**src/tzbh_pkg.sv**
```systemverilog
`timescale 1ns / 1ps

package tzbh_pkg;

    // field and datapath widths
    localparam int COORD_W = 12;
    localparam int NUM_W   = 2 * COORD_W;
    localparam int SX_W    = 8;
    localparam int SY_W    = 9;
    localparam int CFG_W   = 16;
    localparam int HOLD_W  = 16;
    localparam int TIME_W  = 32;
    localparam int FLAGS_W = 3;

    // default screen size
    localparam int SCREEN_WIDTH_DEF  = 240;
    localparam int SCREEN_HEIGHT_DEF = 320;

    // calibration flag bit positions
    localparam int FLAG_SWAP  = 0;
    localparam int FLAG_INV_X = 1;
    localparam int FLAG_INV_Y = 2;

    // register reset values
    localparam logic [COORD_W-1:0] CAL_MAX_RST    = 12'd4095;
    localparam logic [HOLD_W-1:0]  HOLD_LIMIT_RST = 16'd2000;

    typedef enum logic [1:0] {
        ZONE_UP     = 2'd0,
        ZONE_SELECT = 2'd1,
        ZONE_DOWN   = 2'd2,
        ZONE_NONE   = 2'd3
    } zone_t;

    typedef enum logic [1:0] {
        MODE_TOUCH    = 2'd0,
        MODE_PIN_LOW  = 2'd1,
        MODE_PIN_HIGH = 2'd2,
        MODE_OFF      = 2'd3
    } mode_t;

    typedef enum logic [2:0] {
        REG_CAL_X_MIN    = 3'd0,
        REG_CAL_X_MAX    = 3'd1,
        REG_CAL_Y_MIN    = 3'd2,
        REG_CAL_Y_MAX    = 3'd3,
        REG_CAL_FLAGS    = 3'd4,
        REG_HOLD_LIMIT   = 3'd5,
        REG_WATCHED_ZONE = 3'd6,
        REG_INPUT_MODE   = 3'd7
    } reg_idx_t;

    typedef enum logic [2:0] {
        ST_IDLE,
        ST_MUL,
        ST_DSTART,
        ST_DIV,
        ST_FIN,
        ST_OUT
    } state_t;

    // button event flags from the press tracker
    typedef struct packed {
        logic jp;
        logic jr;
        logic held;
    } btn_flags_t;

endpackage

```
**src/tzbh_div.sv**
```systemverilog
`timescale 1ns / 1ps

module tzbh_div
    import tzbh_pkg::*;
(
    input  logic               clk,
    input  logic               rst_n,
    input  logic               start,
    input  logic [NUM_W-1:0]   dividend,
    input  logic [COORD_W-1:0] divisor,
    output logic               done,
    output logic [NUM_W-1:0]   quotient
);

    localparam int CNT_W = $clog2(NUM_W);
    localparam logic [CNT_W-1:0] LAST_CNT = CNT_W'(NUM_W - 1);

    logic [NUM_W-1:0]   quo_reg;
    logic [COORD_W-1:0] rem_reg;
    logic [COORD_W-1:0] div_reg;
    logic [CNT_W-1:0]   cnt_reg;
    logic               busy_reg;
    logic               done_reg;

    logic [COORD_W:0]   rem_shift;
    logic               fits;
    logic [COORD_W:0]   rem_sub;

    // one restoring step: shift in the next dividend bit, trial subtract
    always_comb
    begin
        rem_shift = {rem_reg, quo_reg[NUM_W-1]};
        fits      = rem_shift >= {1'b0, div_reg};
        rem_sub   = rem_shift - {1'b0, div_reg};
    end

    // control
    always_ff @(posedge clk or negedge rst_n)
    begin
        if (!rst_n)
        begin
            busy_reg <= 1'b0;
            done_reg <= 1'b0;
            cnt_reg  <= '0;
        end
        else
        begin
            done_reg <= 1'b0;
            if (start)
            begin
                busy_reg <= 1'b1;
                cnt_reg  <= '0;
            end
            else if (busy_reg)
            begin
                cnt_reg <= cnt_reg + 1'b1;
                if (cnt_reg == LAST_CNT)
                begin
                    busy_reg <= 1'b0;
                    done_reg <= 1'b1;
                end
            end
        end
    end

    // datapath
    always_ff @(posedge clk)
    begin
        if (start)
        begin
            quo_reg <= dividend;
            rem_reg <= '0;
            div_reg <= divisor;
        end
        else if (busy_reg)
        begin
            quo_reg <= {quo_reg[NUM_W-2:0], fits};
            rem_reg <= fits ? rem_sub[COORD_W-1:0] : rem_shift[COORD_W-1:0];
        end
    end

    assign done     = done_reg;
    assign quotient = quo_reg;

endmodule

```
**src/tzbh_btn.sv**
```systemverilog
`timescale 1ns / 1ps

module tzbh_btn
    import tzbh_pkg::*;
(
    input  logic              clk,
    input  logic              rst_n,
    input  logic              update,
    input  logic              touched,
    input  zone_t             zone,
    input  logic              pin_level,
    input  logic [TIME_W-1:0] now_ms,
    input  mode_t             input_mode,
    input  logic [1:0]        watched_zone,
    input  logic [HOLD_W-1:0] hold_limit,
    output btn_flags_t        flags
);

    logic              was_pressed_reg;
    logic [TIME_W-1:0] press_start_reg;
    logic              btn;
    logic [TIME_W-1:0] elapsed;

    // button level from the selected source
    always_comb
    begin
        case (input_mode)
            MODE_TOUCH:    btn = touched && (zone == zone_t'(watched_zone));
            MODE_PIN_LOW:  btn = !pin_level;
            MODE_PIN_HIGH: btn = pin_level;
            default:       btn = 1'b0;
        endcase
    end

    // edges and hold check, elapsed time wraps
    always_comb
    begin
        elapsed    = now_ms - press_start_reg;
        flags.jp   = btn && !was_pressed_reg;
        flags.jr   = !btn && was_pressed_reg;
        flags.held = btn && was_pressed_reg && (elapsed >= TIME_W'(hold_limit));
    end

    always_ff @(posedge clk or negedge rst_n)
    begin
        if (!rst_n)
        begin
            was_pressed_reg <= 1'b0;
            press_start_reg <= '0;
        end
        else if (update)
        begin
            was_pressed_reg <= btn;
            if (flags.jp)
            begin
                press_start_reg <= now_ms;
            end
        end
    end

endmodule

```
**src/touch_zone_button_hold_detector.sv**
```systemverilog
`timescale 1ns / 1ps
// channel | handshake            | fields
// input   | in_valid, in_stall   | touched, raw_x, raw_y, pin_level, now_ms
// output  | out_valid, out_stall | just_pressed, just_released, held, screen_x, screen_y, zone
// config  | cfg_wr_en            | cfg_index, cfg_wr_data
//
// A touched sample runs each axis through multiply, divider start, a wait on
// the shared radix-2 divider, then sign, invert and clamp. A sample with no
// touch goes straight to output; a zero-span axis skips the divider.
// One sample at a time; in_stall is high from acceptance until the result
// is loaded into the output register, which waits while a valid result is stalled.
// Reset (rst_n, asynchronous) restores calibration defaults and release.

module touch_zone_button_hold_detector
    import tzbh_pkg::*;
#(
    parameter int SCREEN_WIDTH  = SCREEN_WIDTH_DEF,
    parameter int SCREEN_HEIGHT = SCREEN_HEIGHT_DEF
)
(
    input  logic              clk,
    input  logic              rst_n,
    // configuration
    input  logic              cfg_wr_en,
    input  logic [2:0]        cfg_index,
    input  logic [CFG_W-1:0]  cfg_wr_data,
    // sample in
    input  logic              in_valid,
    output logic              in_stall,
    input  logic              touched,
    input  logic [COORD_W-1:0] raw_x,
    input  logic [COORD_W-1:0] raw_y,
    input  logic              pin_level,
    input  logic [TIME_W-1:0] now_ms,
    // result out
    output logic              out_valid,
    input  logic              out_stall,
    output logic              just_pressed,
    output logic              just_released,
    output logic              held,
    output logic [SX_W-1:0]   screen_x,
    output logic [SY_W-1:0]   screen_y,
    output logic [1:0]        zone
);

    localparam int EXT_W = NUM_W + 2;
    localparam logic [COORD_W-1:0] X_LAST  = COORD_W'(SCREEN_WIDTH - 1);
    localparam logic [COORD_W-1:0] Y_LAST  = COORD_W'(SCREEN_HEIGHT - 1);
    localparam logic [COORD_W-1:0] THIRD_1 = COORD_W'(SCREEN_HEIGHT / 3);
    localparam logic [COORD_W-1:0] THIRD_2 = COORD_W'((SCREEN_HEIGHT / 3) * 2);

    // configuration registers
    logic [COORD_W-1:0] cal_x_min_reg;
    logic [COORD_W-1:0] cal_x_max_reg;
    logic [COORD_W-1:0] cal_y_min_reg;
    logic [COORD_W-1:0] cal_y_max_reg;
    logic [FLAGS_W-1:0] cal_flags_reg;
    logic [HOLD_W-1:0]  hold_limit_reg;
    logic [1:0]         watched_zone_reg;
    mode_t              input_mode_reg;

    // sequencer and sample registers
    state_t             state_reg;
    state_t             state_next;
    logic               touched_reg;
    logic [COORD_W-1:0] rx_reg;
    logic [COORD_W-1:0] ry_reg;
    logic               pin_reg;
    logic [TIME_W-1:0]  now_reg;
    logic               axis_reg;
    logic [NUM_W-1:0]   prod_reg;
    logic               sign_reg;
    logic               zspan_reg;
    logic [COORD_W-1:0] span_reg;
    logic [COORD_W-1:0] sx_reg;
    logic [COORD_W-1:0] sy_reg;

    // output register
    logic               out_valid_reg;
    btn_flags_t         out_flags_reg;
    logic [SX_W-1:0]    out_sx_reg;
    logic [SY_W-1:0]    out_sy_reg;
    zone_t              out_zone_reg;

    logic               accept;
    logic               div_start;
    logic               div_done;
    logic [NUM_W-1:0]   div_quo;
    logic               load_out;

    logic [COORD_W-1:0] ax_raw;
    logic [COORD_W-1:0] ax_lo;
    logic [COORD_W-1:0] ax_hi;
    logic [COORD_W-1:0] ax_last;
    logic               ax_inv;
    logic [COORD_W:0]   diff;
    logic [COORD_W:0]   span;
    logic [COORD_W-1:0] diff_mag;
    logic [COORD_W-1:0] span_mag;

    logic [NUM_W-1:0]   q_sel;
    logic signed [EXT_W-1:0] v_sgn;
    logic signed [EXT_W-1:0] v_inv;
    logic signed [EXT_W-1:0] last_ext;
    logic [COORD_W-1:0] coord;

    zone_t              zone_cur;
    btn_flags_t         btn_flags;

    assign accept = in_valid && !in_stall;

    // configuration writes
    always_ff @(posedge clk or negedge rst_n)
    begin
        if (!rst_n)
        begin
            cal_x_min_reg    <= '0;
            cal_x_max_reg    <= CAL_MAX_RST;
            cal_y_min_reg    <= '0;
            cal_y_max_reg    <= CAL_MAX_RST;
            cal_flags_reg    <= '0;
            hold_limit_reg   <= HOLD_LIMIT_RST;
            watched_zone_reg <= ZONE_UP;
            input_mode_reg   <= MODE_TOUCH;
        end
        else if (cfg_wr_en)
        begin
            unique case (reg_idx_t'(cfg_index))
                REG_CAL_X_MIN:    cal_x_min_reg    <= cfg_wr_data[COORD_W-1:0];
                REG_CAL_X_MAX:    cal_x_max_reg    <= cfg_wr_data[COORD_W-1:0];
                REG_CAL_Y_MIN:    cal_y_min_reg    <= cfg_wr_data[COORD_W-1:0];
                REG_CAL_Y_MAX:    cal_y_max_reg    <= cfg_wr_data[COORD_W-1:0];
                REG_CAL_FLAGS:    cal_flags_reg    <= cfg_wr_data[FLAGS_W-1:0];
                REG_HOLD_LIMIT:   hold_limit_reg   <= cfg_wr_data[HOLD_W-1:0];
                REG_WATCHED_ZONE: watched_zone_reg <= cfg_wr_data[1:0];
                REG_INPUT_MODE:   input_mode_reg   <= mode_t'(cfg_wr_data[1:0]);
                default:          ;
            endcase
        end
    end

    // state register
    always_ff @(posedge clk or negedge rst_n)
    begin
        if (!rst_n)
        begin
            state_reg <= ST_IDLE;
        end
        else
        begin
            state_reg <= state_next;
        end
    end

    // sequencer
    always_comb
    begin
        state_next = state_reg;
        in_stall   = 1'b1;
        div_start  = 1'b0;
        load_out   = 1'b0;
        unique case (state_reg)
            ST_IDLE:
            begin
                in_stall = 1'b0;
                if (in_valid)
                begin
                    state_next = touched ? ST_MUL : ST_OUT;
                end
            end
            ST_MUL:
            begin
                state_next = ST_DSTART;
            end
            ST_DSTART:
            begin
                if (zspan_reg)
                begin
                    state_next = ST_FIN;
                end
                else
                begin
                    div_start  = 1'b1;
                    state_next = ST_DIV;
                end
            end
            ST_DIV:
            begin
                if (div_done)
                begin
                    state_next = ST_FIN;
                end
            end
            ST_FIN:
            begin
                state_next = axis_reg ? ST_OUT : ST_MUL;
            end
            ST_OUT:
            begin
                if (!out_valid_reg || !out_stall)
                begin
                    load_out   = 1'b1;
                    state_next = ST_IDLE;
                end
            end
            default:
            begin
                state_next = ST_IDLE;
            end
        endcase
    end

    // operands of the axis in work
    always_comb
    begin
        ax_raw   = axis_reg ? ry_reg : rx_reg;
        ax_lo    = axis_reg ? cal_y_min_reg : cal_x_min_reg;
        ax_hi    = axis_reg ? cal_y_max_reg : cal_x_max_reg;
        ax_last  = axis_reg ? Y_LAST : X_LAST;
        ax_inv   = axis_reg ? cal_flags_reg[FLAG_INV_Y] : cal_flags_reg[FLAG_INV_X];
        diff     = {1'b0, ax_raw} - {1'b0, ax_lo};
        span     = {1'b0, ax_hi} - {1'b0, ax_lo};
        diff_mag = diff[COORD_W] ? COORD_W'(-diff) : diff[COORD_W-1:0];
        span_mag = span[COORD_W] ? COORD_W'(-span) : span[COORD_W-1:0];
    end

    // signed quotient, optional invert, clamp to the screen
    always_comb
    begin
        q_sel    = zspan_reg ? '0 : div_quo;
        last_ext = signed'({{(EXT_W - COORD_W){1'b0}}, ax_last});
        v_sgn    = signed'({2'b00, q_sel});
        if (sign_reg)
        begin
            v_sgn = -v_sgn;
        end
        v_inv = ax_inv ? (last_ext - v_sgn) : v_sgn;
        if (v_inv < 0)
        begin
            coord = '0;
        end
        else if (v_inv > last_ext)
        begin
            coord = ax_last;
        end
        else
        begin
            coord = v_inv[COORD_W-1:0];
        end
    end

    // sample and axis datapath
    always_ff @(posedge clk)
    begin
        if (accept)
        begin
            touched_reg <= touched;
            rx_reg      <= cal_flags_reg[FLAG_SWAP] ? raw_y : raw_x;
            ry_reg      <= cal_flags_reg[FLAG_SWAP] ? raw_x : raw_y;
            pin_reg     <= pin_level;
            now_reg     <= now_ms;
            axis_reg    <= 1'b0;
            sx_reg      <= '0;
            sy_reg      <= '0;
        end
        if (state_reg == ST_MUL)
        begin
            prod_reg  <= NUM_W'(diff_mag) * NUM_W'(ax_last);
            sign_reg  <= diff[COORD_W] ^ span[COORD_W];
            zspan_reg <= (ax_hi == ax_lo);
            span_reg  <= span_mag;
        end
        if (state_reg == ST_FIN)
        begin
            if (axis_reg)
            begin
                sy_reg <= coord;
            end
            else
            begin
                sx_reg <= coord;
            end
            axis_reg <= 1'b1;
        end
    end

    // shared divider
    tzbh_div u_div (
        .clk      (clk),
        .rst_n    (rst_n),
        .start    (div_start),
        .dividend (prod_reg),
        .divisor  (span_reg),
        .done     (div_done),
        .quotient (div_quo)
    );

    // zone from the screen row
    always_comb
    begin
        if (!touched_reg)
        begin
            zone_cur = ZONE_NONE;
        end
        else if (sy_reg < THIRD_1)
        begin
            zone_cur = ZONE_UP;
        end
        else if (sy_reg < THIRD_2)
        begin
            zone_cur = ZONE_SELECT;
        end
        else
        begin
            zone_cur = ZONE_DOWN;
        end
    end

    // press state tracker
    tzbh_btn u_btn (
        .clk          (clk),
        .rst_n        (rst_n),
        .update       (load_out),
        .touched      (touched_reg),
        .zone         (zone_cur),
        .pin_level    (pin_reg),
        .now_ms       (now_reg),
        .input_mode   (input_mode_reg),
        .watched_zone (watched_zone_reg),
        .hold_limit   (hold_limit_reg),
        .flags        (btn_flags)
    );

    // output valid
    always_ff @(posedge clk or negedge rst_n)
    begin
        if (!rst_n)
        begin
            out_valid_reg <= 1'b0;
        end
        else if (load_out)
        begin
            out_valid_reg <= 1'b1;
        end
        else if (!out_stall)
        begin
            out_valid_reg <= 1'b0;
        end
    end

    // output payload
    always_ff @(posedge clk)
    begin
        if (load_out)
        begin
            out_flags_reg <= btn_flags;
            out_sx_reg    <= sx_reg[SX_W-1:0];
            out_sy_reg    <= sy_reg[SY_W-1:0];
            out_zone_reg  <= zone_cur;
        end
    end

    assign out_valid     = out_valid_reg;
    assign just_pressed  = out_flags_reg.jp;
    assign just_released = out_flags_reg.jr;
    assign held          = out_flags_reg.held;
    assign screen_x      = out_sx_reg;
    assign screen_y      = out_sy_reg;
    assign zone          = out_zone_reg;

    // divider finishes only while the sequencer waits on it
    a_div_done_in_div: assert property (@(posedge clk) disable iff (!rst_n)
        div_done |-> state_reg == ST_DIV)
        else $error("divider done outside divide wait");

    // press and release edges are exclusive
    a_edges_exclusive: assert property (@(posedge clk) disable iff (!rst_n)
        out_valid |-> !(just_pressed && just_released))
        else $error("press and release in one result");

    // held never reported on the press edge
    a_no_held_on_press: assert property (@(posedge clk) disable iff (!rst_n)
        out_valid && just_pressed |-> !held)
        else $error("held on press edge");

    // no touch gives a zero position
    a_untouched_zero: assert property (@(posedge clk) disable iff (!rst_n)
        out_valid && zone == ZONE_NONE |-> screen_x == '0 && screen_y == '0)
        else $error("position without touch");

endmodule

```
**config.mk**
```make
export PLATFORM = sky130hd
export DESIGN_NAME = touch_zone_button_hold_detector
export DESIGN_NICKNAME = d
export VERILOG_FILES = /design/src/tzbh_pkg.sv /design/src/tzbh_div.sv /design/src/tzbh_btn.sv /design/src/touch_zone_button_hold_detector.sv
export SDC_FILE = /design/constraint.sdc
export NUM_CORES = 1
export LEC_CHECK = 0
export BUFFER_PORTS_ARGS = -buffer_cell sky130_fd_sc_hd__buf_2
export CAP_MARGIN = 20
export CELL_PAD_IN_SITES_DETAIL_PLACEMENT = 0
export CELL_PAD_IN_SITES_GLOBAL_PLACEMENT = 1
export CORE_MARGIN = 8
export CORE_UTILIZATION = 35
export DETAILED_ROUTE_END_ITERATION = 16
export PLACE_DENSITY_LB_ADDON = 0.1
export SLEW_MARGIN = 20
export SYNTH_ARGS = -nofsm -noshare
export SYNTH_HDL_FRONTEND = slang
export SYNTH_SLANG_ARGS = --single-unit
```
**constraint.sdc**
```tcl
create_clock -name clk -period 9.02 [get_ports clk]
set_input_delay 0.451 -clock clk [delete_from_list [all_inputs] [get_ports clk]]
set_output_delay 0.451 -clock clk [all_outputs]
set_load 0.02 [all_outputs]
```
==> results of run 1 <==
-- layout make-up --
| class | instances | area (sq um) |
|---|---|---|
| fill | 5683 | 34590 |
| multi-input combinational | 1389 | 11040 |
| sequential | 299 | 8112 |
| clock buffer | 44 | 1003 |
| tap | 765 | 957.2 |
| inverter | 197 | 739.5 |
| timing repair buffer | 130 | 730.7 |
| clock inverter | 23 | 186.4 |
| antenna | 3 | 7.507 |
-- kinds of logic (layout without fill, tap and decap cells) --
| group | count (synthesis) | count (layout) | share of synthesized area (%) |
|---|---|---|---|
| buffers and inverters | 278 | 394 | 5.277 |
| and+or+nand+nor | 511 | 511 | 12.83 |
| other | 0 | 3 | 0 |
| xor gates and xnor gates | 106 | 106 | 4.607 |
| DFF | 299 | 299 | 40.24 |
| AOI/OAI and AO/OA | 403 | 403 | 13.11 |
| adders and majority gates | 210 | 210 | 15.27 |
| muxes | 159 | 159 | 8.667 |
-- stage by stage --
step	setup WS [ns]	hold WS (ns)	instances	cell area [sq um]
final	0.7706	0.07941	2850	22770
after global routing	0.01957	0.04978	2847	22760
after CTS	0.2472	0.03967	2845	22730
after detailed placement	0.3451	0.4045	2777	21530
after global placement	0.5330	0.4030	2777	21530
after floorplan	0.3672	0.1554	1966	20150
-- Yosys cell counts (17+ instances only) --
library cell	instances
nand2b_1	22
nand2_1	159
a21oi_1	93
nor3_1	37
nand3_1	28
nand4_1	17
xnor2_1	71
a31oi_1	20
a21o_1	27
inv_1	196
mux2i_1	35
mux2_2	124
nor2_1	106
dfrtp_1	85
and2_1	20
edfxtp_1	151
nor2b_1	25
dfxtp_1	33
o21ai_0	109
fa_1	60
xor2_1	35
dfstp_2	30
ha_1	150
clkbuf_1	66
-- cells in the final DEF, fill, tap and decap left out, types with 70 or more instances in the layout --
| master | instances |
|---|---|
| dfrtp_1 | 85 |
| a21oi_1 | 93 |
| mux2_2 | 124 |
| xnor2_1 | 70 |
| buf_2 | 104 |
| nand2_1 | 159 |
| inv_1 | 196 |
| nor2_1 | 105 |
| ha_1 | 150 |
| edfxtp_1 | 151 |
| o21ai_0 | 108 |
-- path summary, 6_finish.rpt --
check                                    to  cells after the start
max                            prod_reg[19]                     32
min                             now_reg[17]                      1
max reg2reg                    prod_reg[19]                     32
min reg2reg                u_div.div_reg[4]                      0
max in group asynchronous  cal_y_min_reg[0]                      3
min in group asynchronous      state_reg[2]                      2
-- critical path: cells and delay by family (launching register included) --
family                   cells  cell delay (ns)
AND/OR/NAND/NOR              3             0.52
buffers and inverters        4             0.21
flip-flops                   1             0.50
AO/OA/AOI/OAI               15             3.36
multiplexers                 1             0.24
adder cells (fa/ha/maj)      7             2.79
XOR/XNOR                     2             0.32
-- metal layers --
layer | vias to the layer above | global-route usage, % | part of all wire, %
met2 | 169 | 25.45 | 48
met3 | 68 | 2.149 | 3.0
met1 | 6929 | 19.46 | 47
met4 | 2 | 3.982 | 2.2
met5 | - | 0 | 0.018
li1 | 7173 | - | -
-- repair_timing --
action | 4_1_cts | 5_1_grt
hold endpoints to repair | 45 | 0
setup buffers | 0 | 2
resized for setup | 0 | 4
endpoints found under the setup margin | 0 | 5
hold buffers | 1 | 0
==> out/qor.csv, run 1 <==
stage,metric,value,unit
synth,post-synthesis cell count,1966,
floorplanning,Site Rows,88,
cells_and_area,Finished Core Util,39.70,%
floorplanning,full die area,65520,sq um
worst_setup_path,critical path's slowest cell,fa_1,
worst_setup_path,"Largest stage delay, worst path",0.59,ns
cells_and_area,share of layout cells above drive strength 1,18.30,%
placed_design,Port-buffer cells,105,
cells_and_area,Area Overhead vs Synth,12.99,%
sta,Fin. Hold Viols,0,
synth,"area leader, netlist",edfxtp_1,
worst_hold_path,Hold Crit Start,now_ms[17],
grt,GRT Residual Overflow,0,
sta,"Slew Viols, Final",0,
clocking,clock tree buffer depth,3,
sta,fin crit period,8.249,ns
route,total number of vias,14341,
worst_setup_path,CP Data Arrival Time,8.51,ns
floorplanning,die height,256.0,microns
synth,"Top FF cell, synth",edfxtp_1,
route,total routed wirelength,49.13,mm
worst_setup_path,CP Launch Type,flip-flop,
grt,vias in the first global route,14922,
synth,ys async rst share,38.46,%
synth,number of synthesized flops with an enable pin,151,
route,first-pass iteration count of the detailed router,5,
floorplanning,# IOs,106,
placed_design,final RePlAce weighted congestion,0.8455,
worst_setup_path,crit path from,axis_reg,
grt,pin count of the biggest net entering global routing,71,
sta,setup_tns,0,ns
route,vias per cell,5.032,
clocking,clock sink total,299,
worst_setup_path,Worst Setup End Kind,flip-flop,
worst_setup_path,reg-to-reg startpoint,axis_reg,
route,Final ANT Viol Nets,0,
synth,Mapped Area,20150,sq um
grt,GRT Util Overall,14.86,%
worst_setup_path,r2r setup slk,0.77,ns
sta,clock skew,0.03964,ns
synth,syn nets,2258,
synth,Synth top area share,22.50,%
cells_and_area,nets,2346,
clocking,CTS tree,built,
clocking,clock slew at reported path FFs,0.06,ns
route,Iter 0 DRT Violations,630,
route,post-DR wirelength/cell,17.24,microns
grt,global-route wire length before repair,80.67,mm
synth,"FF+latch count, synth",299,
worst_setup_path,CP max FO,9,
clocking,Root Driver,clkbuf_16,
worst_setup_path,CP required,9.28,ns
synth,sequential cell area fraction in the yosys report,40.24,%
floorplanning,effective utilization at floorplan,35.13,%
sta,Final setup viols,0,
run_status,run status,finished clean,
floorplanning,Placeable Area,57370,sq um
route,Remaining DRCs,0,
clocking,CTS buffer count,37,
clocking,CTS H-tree lvls,2,
placed_design,Final HPWL DP,37.10,mm
sta,Max Fclk,121.2,MHz
synth,ranking of synthesized cells by area,"edfxtp_1 22%, dfrtp_1 11%, ha_1 9.3%",
worst_setup_path,Setup CP Type,flip-flop to flip-flop,
worst_hold_path,Worst Hold Class,input port to flip-flop,
synth,count of different cell masters after synthesis,83,
sta,max_slew headroom,26.24,%
run,Max-Cap Viols,0,
synth,synth warn,0,
clocking,clk_lat worst skew,0.54,ns
sta,unrepaired setup endpoints after global routing,false,
grt,initial antenna violation count,4,
sta,Slew @ Worst Pin,1.106,ns
sta,"Period Utilization, post-route",91.46,%
synth,syn_area_per_cell,10.25,sq um
floorplanning,die span in x,256.0,microns
Power of run 1 is not shown: default switching activity piles up to over one toggle a cycle in this logic, so the estimate is an artifact.
==> run 2: changes to the inputs <==
--- a/config.mk
+++ b/config.mk
@@ -10,7 +10,7 @@
 export CELL_PAD_IN_SITES_DETAIL_PLACEMENT = 0
 export CELL_PAD_IN_SITES_GLOBAL_PLACEMENT = 1
 export CORE_MARGIN = 8
-export CORE_UTILIZATION = 35
+export CORE_UTILIZATION = 45
 export DETAILED_ROUTE_END_ITERATION = 16
 export PLACE_DENSITY_LB_ADDON = 0.1
 export SLEW_MARGIN = 20
==> out/qor.csv, run 2 (synthesized netlist as in run 1, its figures left out) <==
stage,metric,value,unit,change
sta,hold_ws,-0.003796,ns,-0.08320 ns
placed_design,Port-buffer cells,105,,unchanged
route,first-pass iteration count of the detailed router,8,,+3
worst_setup_path,"Largest stage delay, worst path",0.54,ns,-0.05 ns
clocking,Root Driver,clkbuf_16,,
clocking,hold-fix buffer count after cts,0,,-1
grt,pin count of the biggest net entering global routing,63,,-11%
worst_setup_path,Worst Setup End Kind,flip-flop,,
clocking,clock tree buffer depth,3,,unchanged
worst_setup_path,CP Data Arrival Time,8.52,ns,about the same
route,post-DR wirelength/cell,17.99,microns,+4.4%
worst_setup_path,CP max FO,29,,+20
worst_setup_path,"most used cell, CP",fa_1,,
worst_setup_path,Setup CP Type,flip-flop to flip-flop,,
sta,"Slew Viols, Final",0,,unchanged
run,Max-Cap Viols,0,,unchanged
cells_and_area,Area Overhead vs Synth,11.95,%,
floorplanning,die span in x,227.6,microns,-11%
clocking,clk_lat worst skew,0.54,ns,about the same
sta,Slew @ Worst Pin,1.068,ns,-0.03806 ns
cells_and_area,fillers,4078,,-28%
floorplanning,# IOs,106,,unchanged
cells_and_area,"most common cell after layout, fill and taps aside",inv_1,,
clocking,CTS H-tree lvls,2,,unchanged
floorplanning,Site Rows,77,,-13%
floorplanning,full die area,51810,sq um,-21%
floorplanning,die height,227.6,microns,-11%
grt,initial antenna violation count,7,,+3
grt,vias in the first global route,14580,,-2.3%
route,Iter 0 DRT Violations,825,,+31%
sta,"Period Utilization, post-route",91.48,%,about the same
grt,GRT Residual Overflow,0,,unchanged
sta,unrepaired setup endpoints after global routing,false,,
sta,Max Fclk,121.2,MHz,about the same
cells_and_area,nets,2339,,-0.30%
sta,Final setup viols,0,,unchanged
route,total number of vias,14439,,+0.68%
run_status,run status,"finished, violations left",,
floorplanning,effective utilization at floorplan,45.57,%,+10 points
clocking,clock slew at reported path FFs,0.06,ns,about the same
route,vias per cell,5.406,,+7.4%
cells_and_area,share of layout cells above drive strength 1,18.46,%,+0.16 points
placed_design,final RePlAce weighted congestion,0.8302,,-1.8%
sta,Fin. Hold Viols,2,,+2
sta,fin crit period,8.251,ns,+0.001706 ns
grt,GRT Util Overall,18.68,%,+3.8 points
floorplanning,Placeable Area,44220,sq um,-23%
route,total routed wirelength,48.06,mm,-2.2%
worst_setup_path,CP Launch Type,flip-flop,,
clocking,CTS tree,built,,
grt,global-route wire length before repair,77.80,mm,-3.5%
cells_and_area,Finished Core Util,51.02,%,+11 points
worst_setup_path,CP required,9.29,ns,about the same
route,Remaining DRCs,0,,unchanged
clocking,CTS buffer count,36,,-2.7%
clocking,clock sink total,299,,unchanged
placed_design,Final HPWL DP,36.74,mm,-0.96%
cells_and_area,most frequent cells in the layout,"196 x inv_1, 159 x nand2_1, 151 x edfxtp_1",,
worst_hold_path,Worst Hold Class,input port to async pin,,
sta,clock skew,0.01685,ns,-0.02279 ns
sta,setup_tns,0,ns,unchanged
worst_setup_path,critical path's slowest cell,fa_1,,
route,Final ANT Viol Nets,0,,unchanged
sta,max_slew headroom,28.77,%,+2.5 points
run_status,failing checks,hold timing,,
-- run 2: path summary, 6_finish.rpt --
| path | from | to | slack [ns] | cells after the start |
|---|---|---|---|---|
| worst max-delay path | axis_reg | prod_reg[20] | 0.77 | 30 |
| worst min-delay path | rst_n | u_btn.press_start_reg[15] | -0.004 | 1 |
| worst max register to register | axis_reg | prod_reg[20] | 0.77 | 30 |
| worst min register to register | span_reg[2] | u_div.div_reg[2] | 0.42 | 0 |
| max in group asynchronous | rst_n | cal_y_min_reg[4] | 7.81 | 2 |
| min in group clk | now_ms[23] | now_reg[23] | 0.09 | 1 |
-- run 2: metal layers --
| metal | track usage, % | up-vias | routed length (microns) |
|---|---|---|---|
| met5 | 0 | - | 37 |
| met4 | 5.050 | 6 | 1036 |
| met2 | 31.56 | 234 | 22950 |
| met3 | 3.220 | 66 | 1980 |
| met1 | 24.58 | 6971 | 22050 |
| li1 | - | 7162 | - |
-- run 2: worst max-delay path: cells and delay by family (launching register included) --
family	cells	cell delay, ns
AO/OA/AOI/OAI	13	3.05
adder cells (fa/ha/maj)	6	2.54
buffers and inverters	3	0.35
XOR/XNOR	2	0.38
flip-flops	1	0.48
multiplexers	1	0.30
AND/OR/NAND/NOR	5	0.86
-- run 2: final cells by class --
| type | instances | area [sq um] | share of cell area, % |
|---|---|---|---|
| diodes | 4 | 10.01 | 0.04437 |
| clock buffers | 42 | 964.7 | 4.276 |
| clock inverters | 24 | 267.8 | 1.187 |
| inverters | 197 | 739.5 | 3.278 |
| multi-input cells | 1389 | 11040 | 48.95 |
| flip-flops and latches | 299 | 8113 | 35.96 |
| well taps | 592 | 740.7 | 3.283 |
| repair buffers | 124 | 683.2 | 3.028 |
-- run 2: what timing repair did --
| action | 4_1_cts | 5_1_grt |
|---|---|---|
| endpoints found under the setup margin | 0 | 5 |
| gates resized for setup | 0 | 6 |
| buffers inserted | 0 | 0 |
-- run 2: stage by stage --
step / hold slack, ns / std cells / worst slack, ns / area, sq um
after floorplan: 0.1554 / 1966 / 0.3672 / 20150
after global placement: 0.4026 / 2601 / 0.4698 / 21290
after detailed placement: 0.4056 / 2601 / 0.2897 / 21290
after CTS: 0.02298 / 2667 / 0.2255 / 22520
after global routing: 0.06083 / 2668 / 0.07108 / 22550
final: -0.003796 / 2671 / 0.7689 / 22560
Power of run 2 is left out for the same reason.
==> run 3: changes to the inputs <==
--- a/config.mk
+++ b/config.mk
@@ -13,6 +13,7 @@
 export CORE_UTILIZATION = 45
 export DETAILED_ROUTE_END_ITERATION = 16
 export PLACE_DENSITY_LB_ADDON = 0.1
+export RECOVER_POWER = 50
 export SLEW_MARGIN = 20
 export SYNTH_ARGS = -nofsm -noshare
 export SYNTH_HDL_FRONTEND = slang
==> constraint.sdc (replaced) <==
create_clock -name clk -period 9.02 [get_ports clk]
set_input_delay 0.451 -clock clk [delete_from_list [all_inputs] [get_ports clk]]
set_output_delay 0.451 -clock clk [all_outputs]
set_load 0.005 [all_outputs]
==> out/qor.csv, run 3 (synthesized netlist as in run 1, its figures left out) <==
stage,metric,value,unit,change
grt,GRT met2 Usage,31.56,%,unchanged
worst_hold_path,Worst Hold Depth,1,,
clocking,post-CTS sizing,0,,unchanged
sta,setup_tns,0,ns,unchanged
grt,busiest grt layer,met2,,
grt,pin count of the biggest net entering global routing,63,,unchanged
worst_setup_path,CP max FO,29,,unchanged
worst_setup_path,CP top delay family,compound AO/OA/AOI/OAI gates,,
clocking,clock tree buffer depth,3,,unchanged
floorplanning,die span in x,227.6,microns,unchanged
sta,"Slew Viols, Final",205,,+205
floorplanning,# IOs,106,,unchanged
clocking,clk_lat worst skew,0.54,ns,about the same
cells_and_area,"most common cell after layout, fill and taps aside",inv_1,,
grt,global-route wire length before repair,77.80,mm,unchanged
floorplanning,die height,227.6,microns,unchanged
route,total number of vias,14477,,+0.26%
worst_setup_path,FF-to-FF path depth,30,,unchanged
clocking,hold-fix buffer count after cts,0,,unchanged
clocking,CTS H-tree lvls,2,,unchanged
sta,"Period Utilization, post-route",91.46,%,about the same
worst_setup_path,CP Buf/Inv Count,3,,unchanged
cells_and_area,Area Overhead vs Synth,11.56,%,
sta,Fin. Hold Viols,0,,-2
route,Final ANT Viol Nets,0,,unchanged
sta,max_slew headroom,-123.2,%,-150 points
run_status,failing checks,"capacitance limit, slew limit",,
sta,unrepaired setup endpoints after global routing,false,,
floorplanning,effective utilization at floorplan,45.57,%,unchanged
route,vias per cell,5.420,,+0.26%
cells_and_area,share of layout cells above drive strength 1,16.58,%,-1.9 points
worst_setup_path,CP required,9.29,ns,about the same
worst_setup_path,CP Launch Type,flip-flop,,
sta,Final setup viols,0,,unchanged
grt,GRT Residual Overflow,0,,unchanged
worst_setup_path,Worst Setup End Kind,flip-flop,,
sta,Final WS setup,0.7702,ns,+0.001296 ns
worst_hold_path,Worst Hold Class,input port to flip-flop,,
cells_and_area,Storage cell area,8112,sq um,about the same
clocking,Root Driver,clkbuf_16,,
cells_and_area,nets,2339,,unchanged
clocking,clock slew at reported path FFs,0.06,ns,about the same
cells_and_area,most frequent cells in the layout,"196 x inv_1, 159 x nand2_1, 151 x edfxtp_1",,
grt,vias in the first global route,14580,,unchanged
sta,Max Fclk,121.2,MHz,about the same
sta,clock skew,0.01771,ns,+0.0008572 ns
route,first-pass iteration count of the detailed router,7,,-1
grt,grt met3 use,3.220,%,unchanged
clocking,clock sink total,299,,unchanged
sta,fin crit period,8.250,ns,-0.001296 ns
clocking,"Setup Fix Bufs, Post-CTS",0,,unchanged
grt,GR Util met1,24.58,%,unchanged
placed_design,Final HPWL DP,36.74,mm,unchanged
clocking,CTS tree,built,,
grt,initial antenna violation count,7,,unchanged
run,Max-Cap Viols,5,,+5
worst_setup_path,CP Data Arrival Time,8.52,ns,about the same
clocking,CTS buffer count,36,,unchanged
placed_design,Port-buffer cells,105,,unchanged
worst_setup_path,"most used cell, CP",fa_1,,
run_status,run status,"finished, violations left",,
worst_setup_path,Setup CP Type,flip-flop to flip-flop,,
route,Iter 0 DRT Violations,877,,+6.3%
cells_and_area,fillers,4094,,+0.39%
floorplanning,full die area,51810,sq um,unchanged
placed_design,final RePlAce weighted congestion,0.8302,,unchanged
worst_setup_path,WP depth,30,,unchanged
route,Remaining DRCs,0,,unchanged
worst_setup_path,critical path's slowest cell,fa_1,,
route,post-DR wirelength/cell,18.01,microns,about the same
cells_and_area,Finished Core Util,50.84,%,-0.18 points
floorplanning,Placeable Area,44220,sq um,unchanged
worst_setup_path,"Largest stage delay, worst path",0.54,ns,about the same
placed_design,Place WS,0.2897,ns,unchanged
floorplanning,Site Rows,77,,unchanged
grt,GRT Util Overall,18.68,%,unchanged
sta,Slew @ Worst Pin,3.347,ns,+2.279 ns
cells_and_area,area occupied by multi-input gates,11020,sq um,-0.19%
route,total routed wirelength,48.10,mm,about the same
[run 3: changes by cell type in the layout (fill, tap and decap cells not counted)]
| cell | change |
|---|---|
| clkbuf_1 | +33 |
| dfrtp_1 | +1 |
| mux2_2 | -2 |
| nor3b_2 | -2 |
| buf_2 | -27 |
| buf_4 | -6 |
| nor3b_4 | -1 |
| mux2_1 | +2 |
| nor3b_1 | +3 |
| dfrtp_2 | -1 |
[run 3: path summary, 6_finish.rpt]
kind / from / endpoint / slack (ns)
setup / recovery: axis_reg / prod_reg[20] / 0.77
hold / removal: now_ms[23] / now_reg[23] / 0.09
setup reg to reg: axis_reg / prod_reg[20] / 0.77
hold reg to reg: span_reg[2] / u_div.div_reg[2] / 0.42
max in group asynchronous: rst_n / cal_y_min_reg[8] / 3.99
min in group asynchronous: rst_n / u_btn.press_start_reg[15] / 1.03
[run 3: cell type report]
class,count,area share (%)
clock buffers,42,4.291
inverters,197,3.289
well taps,592,3.295
flip-flops and latches,299,36.08
multi-input cells,1389,49.02
clock inverters,24,1.191
diodes,4,0.04452
repair buffers,124,2.788
[run 3: through the flow]
stage	hold WS [ns]	instances	cell area (sq um)
final	0.08838	2671	22480
after global placement	0.4026	2601	21290
after CTS	0.02298	2667	22520
after floorplan	0.1554	1966	20150
after detailed placement	0.4056	2601	21290
after global routing	0.06618	2668	22480
[run 3: routing by layer]
layer,share of wire (%),vias to the layer above
met2,48,223
met5,0.077,-
met3,3.8,70
met4,2.2,6
li1,-,7168
met1,46,7010
Power of run 3 is left out for the same reason.
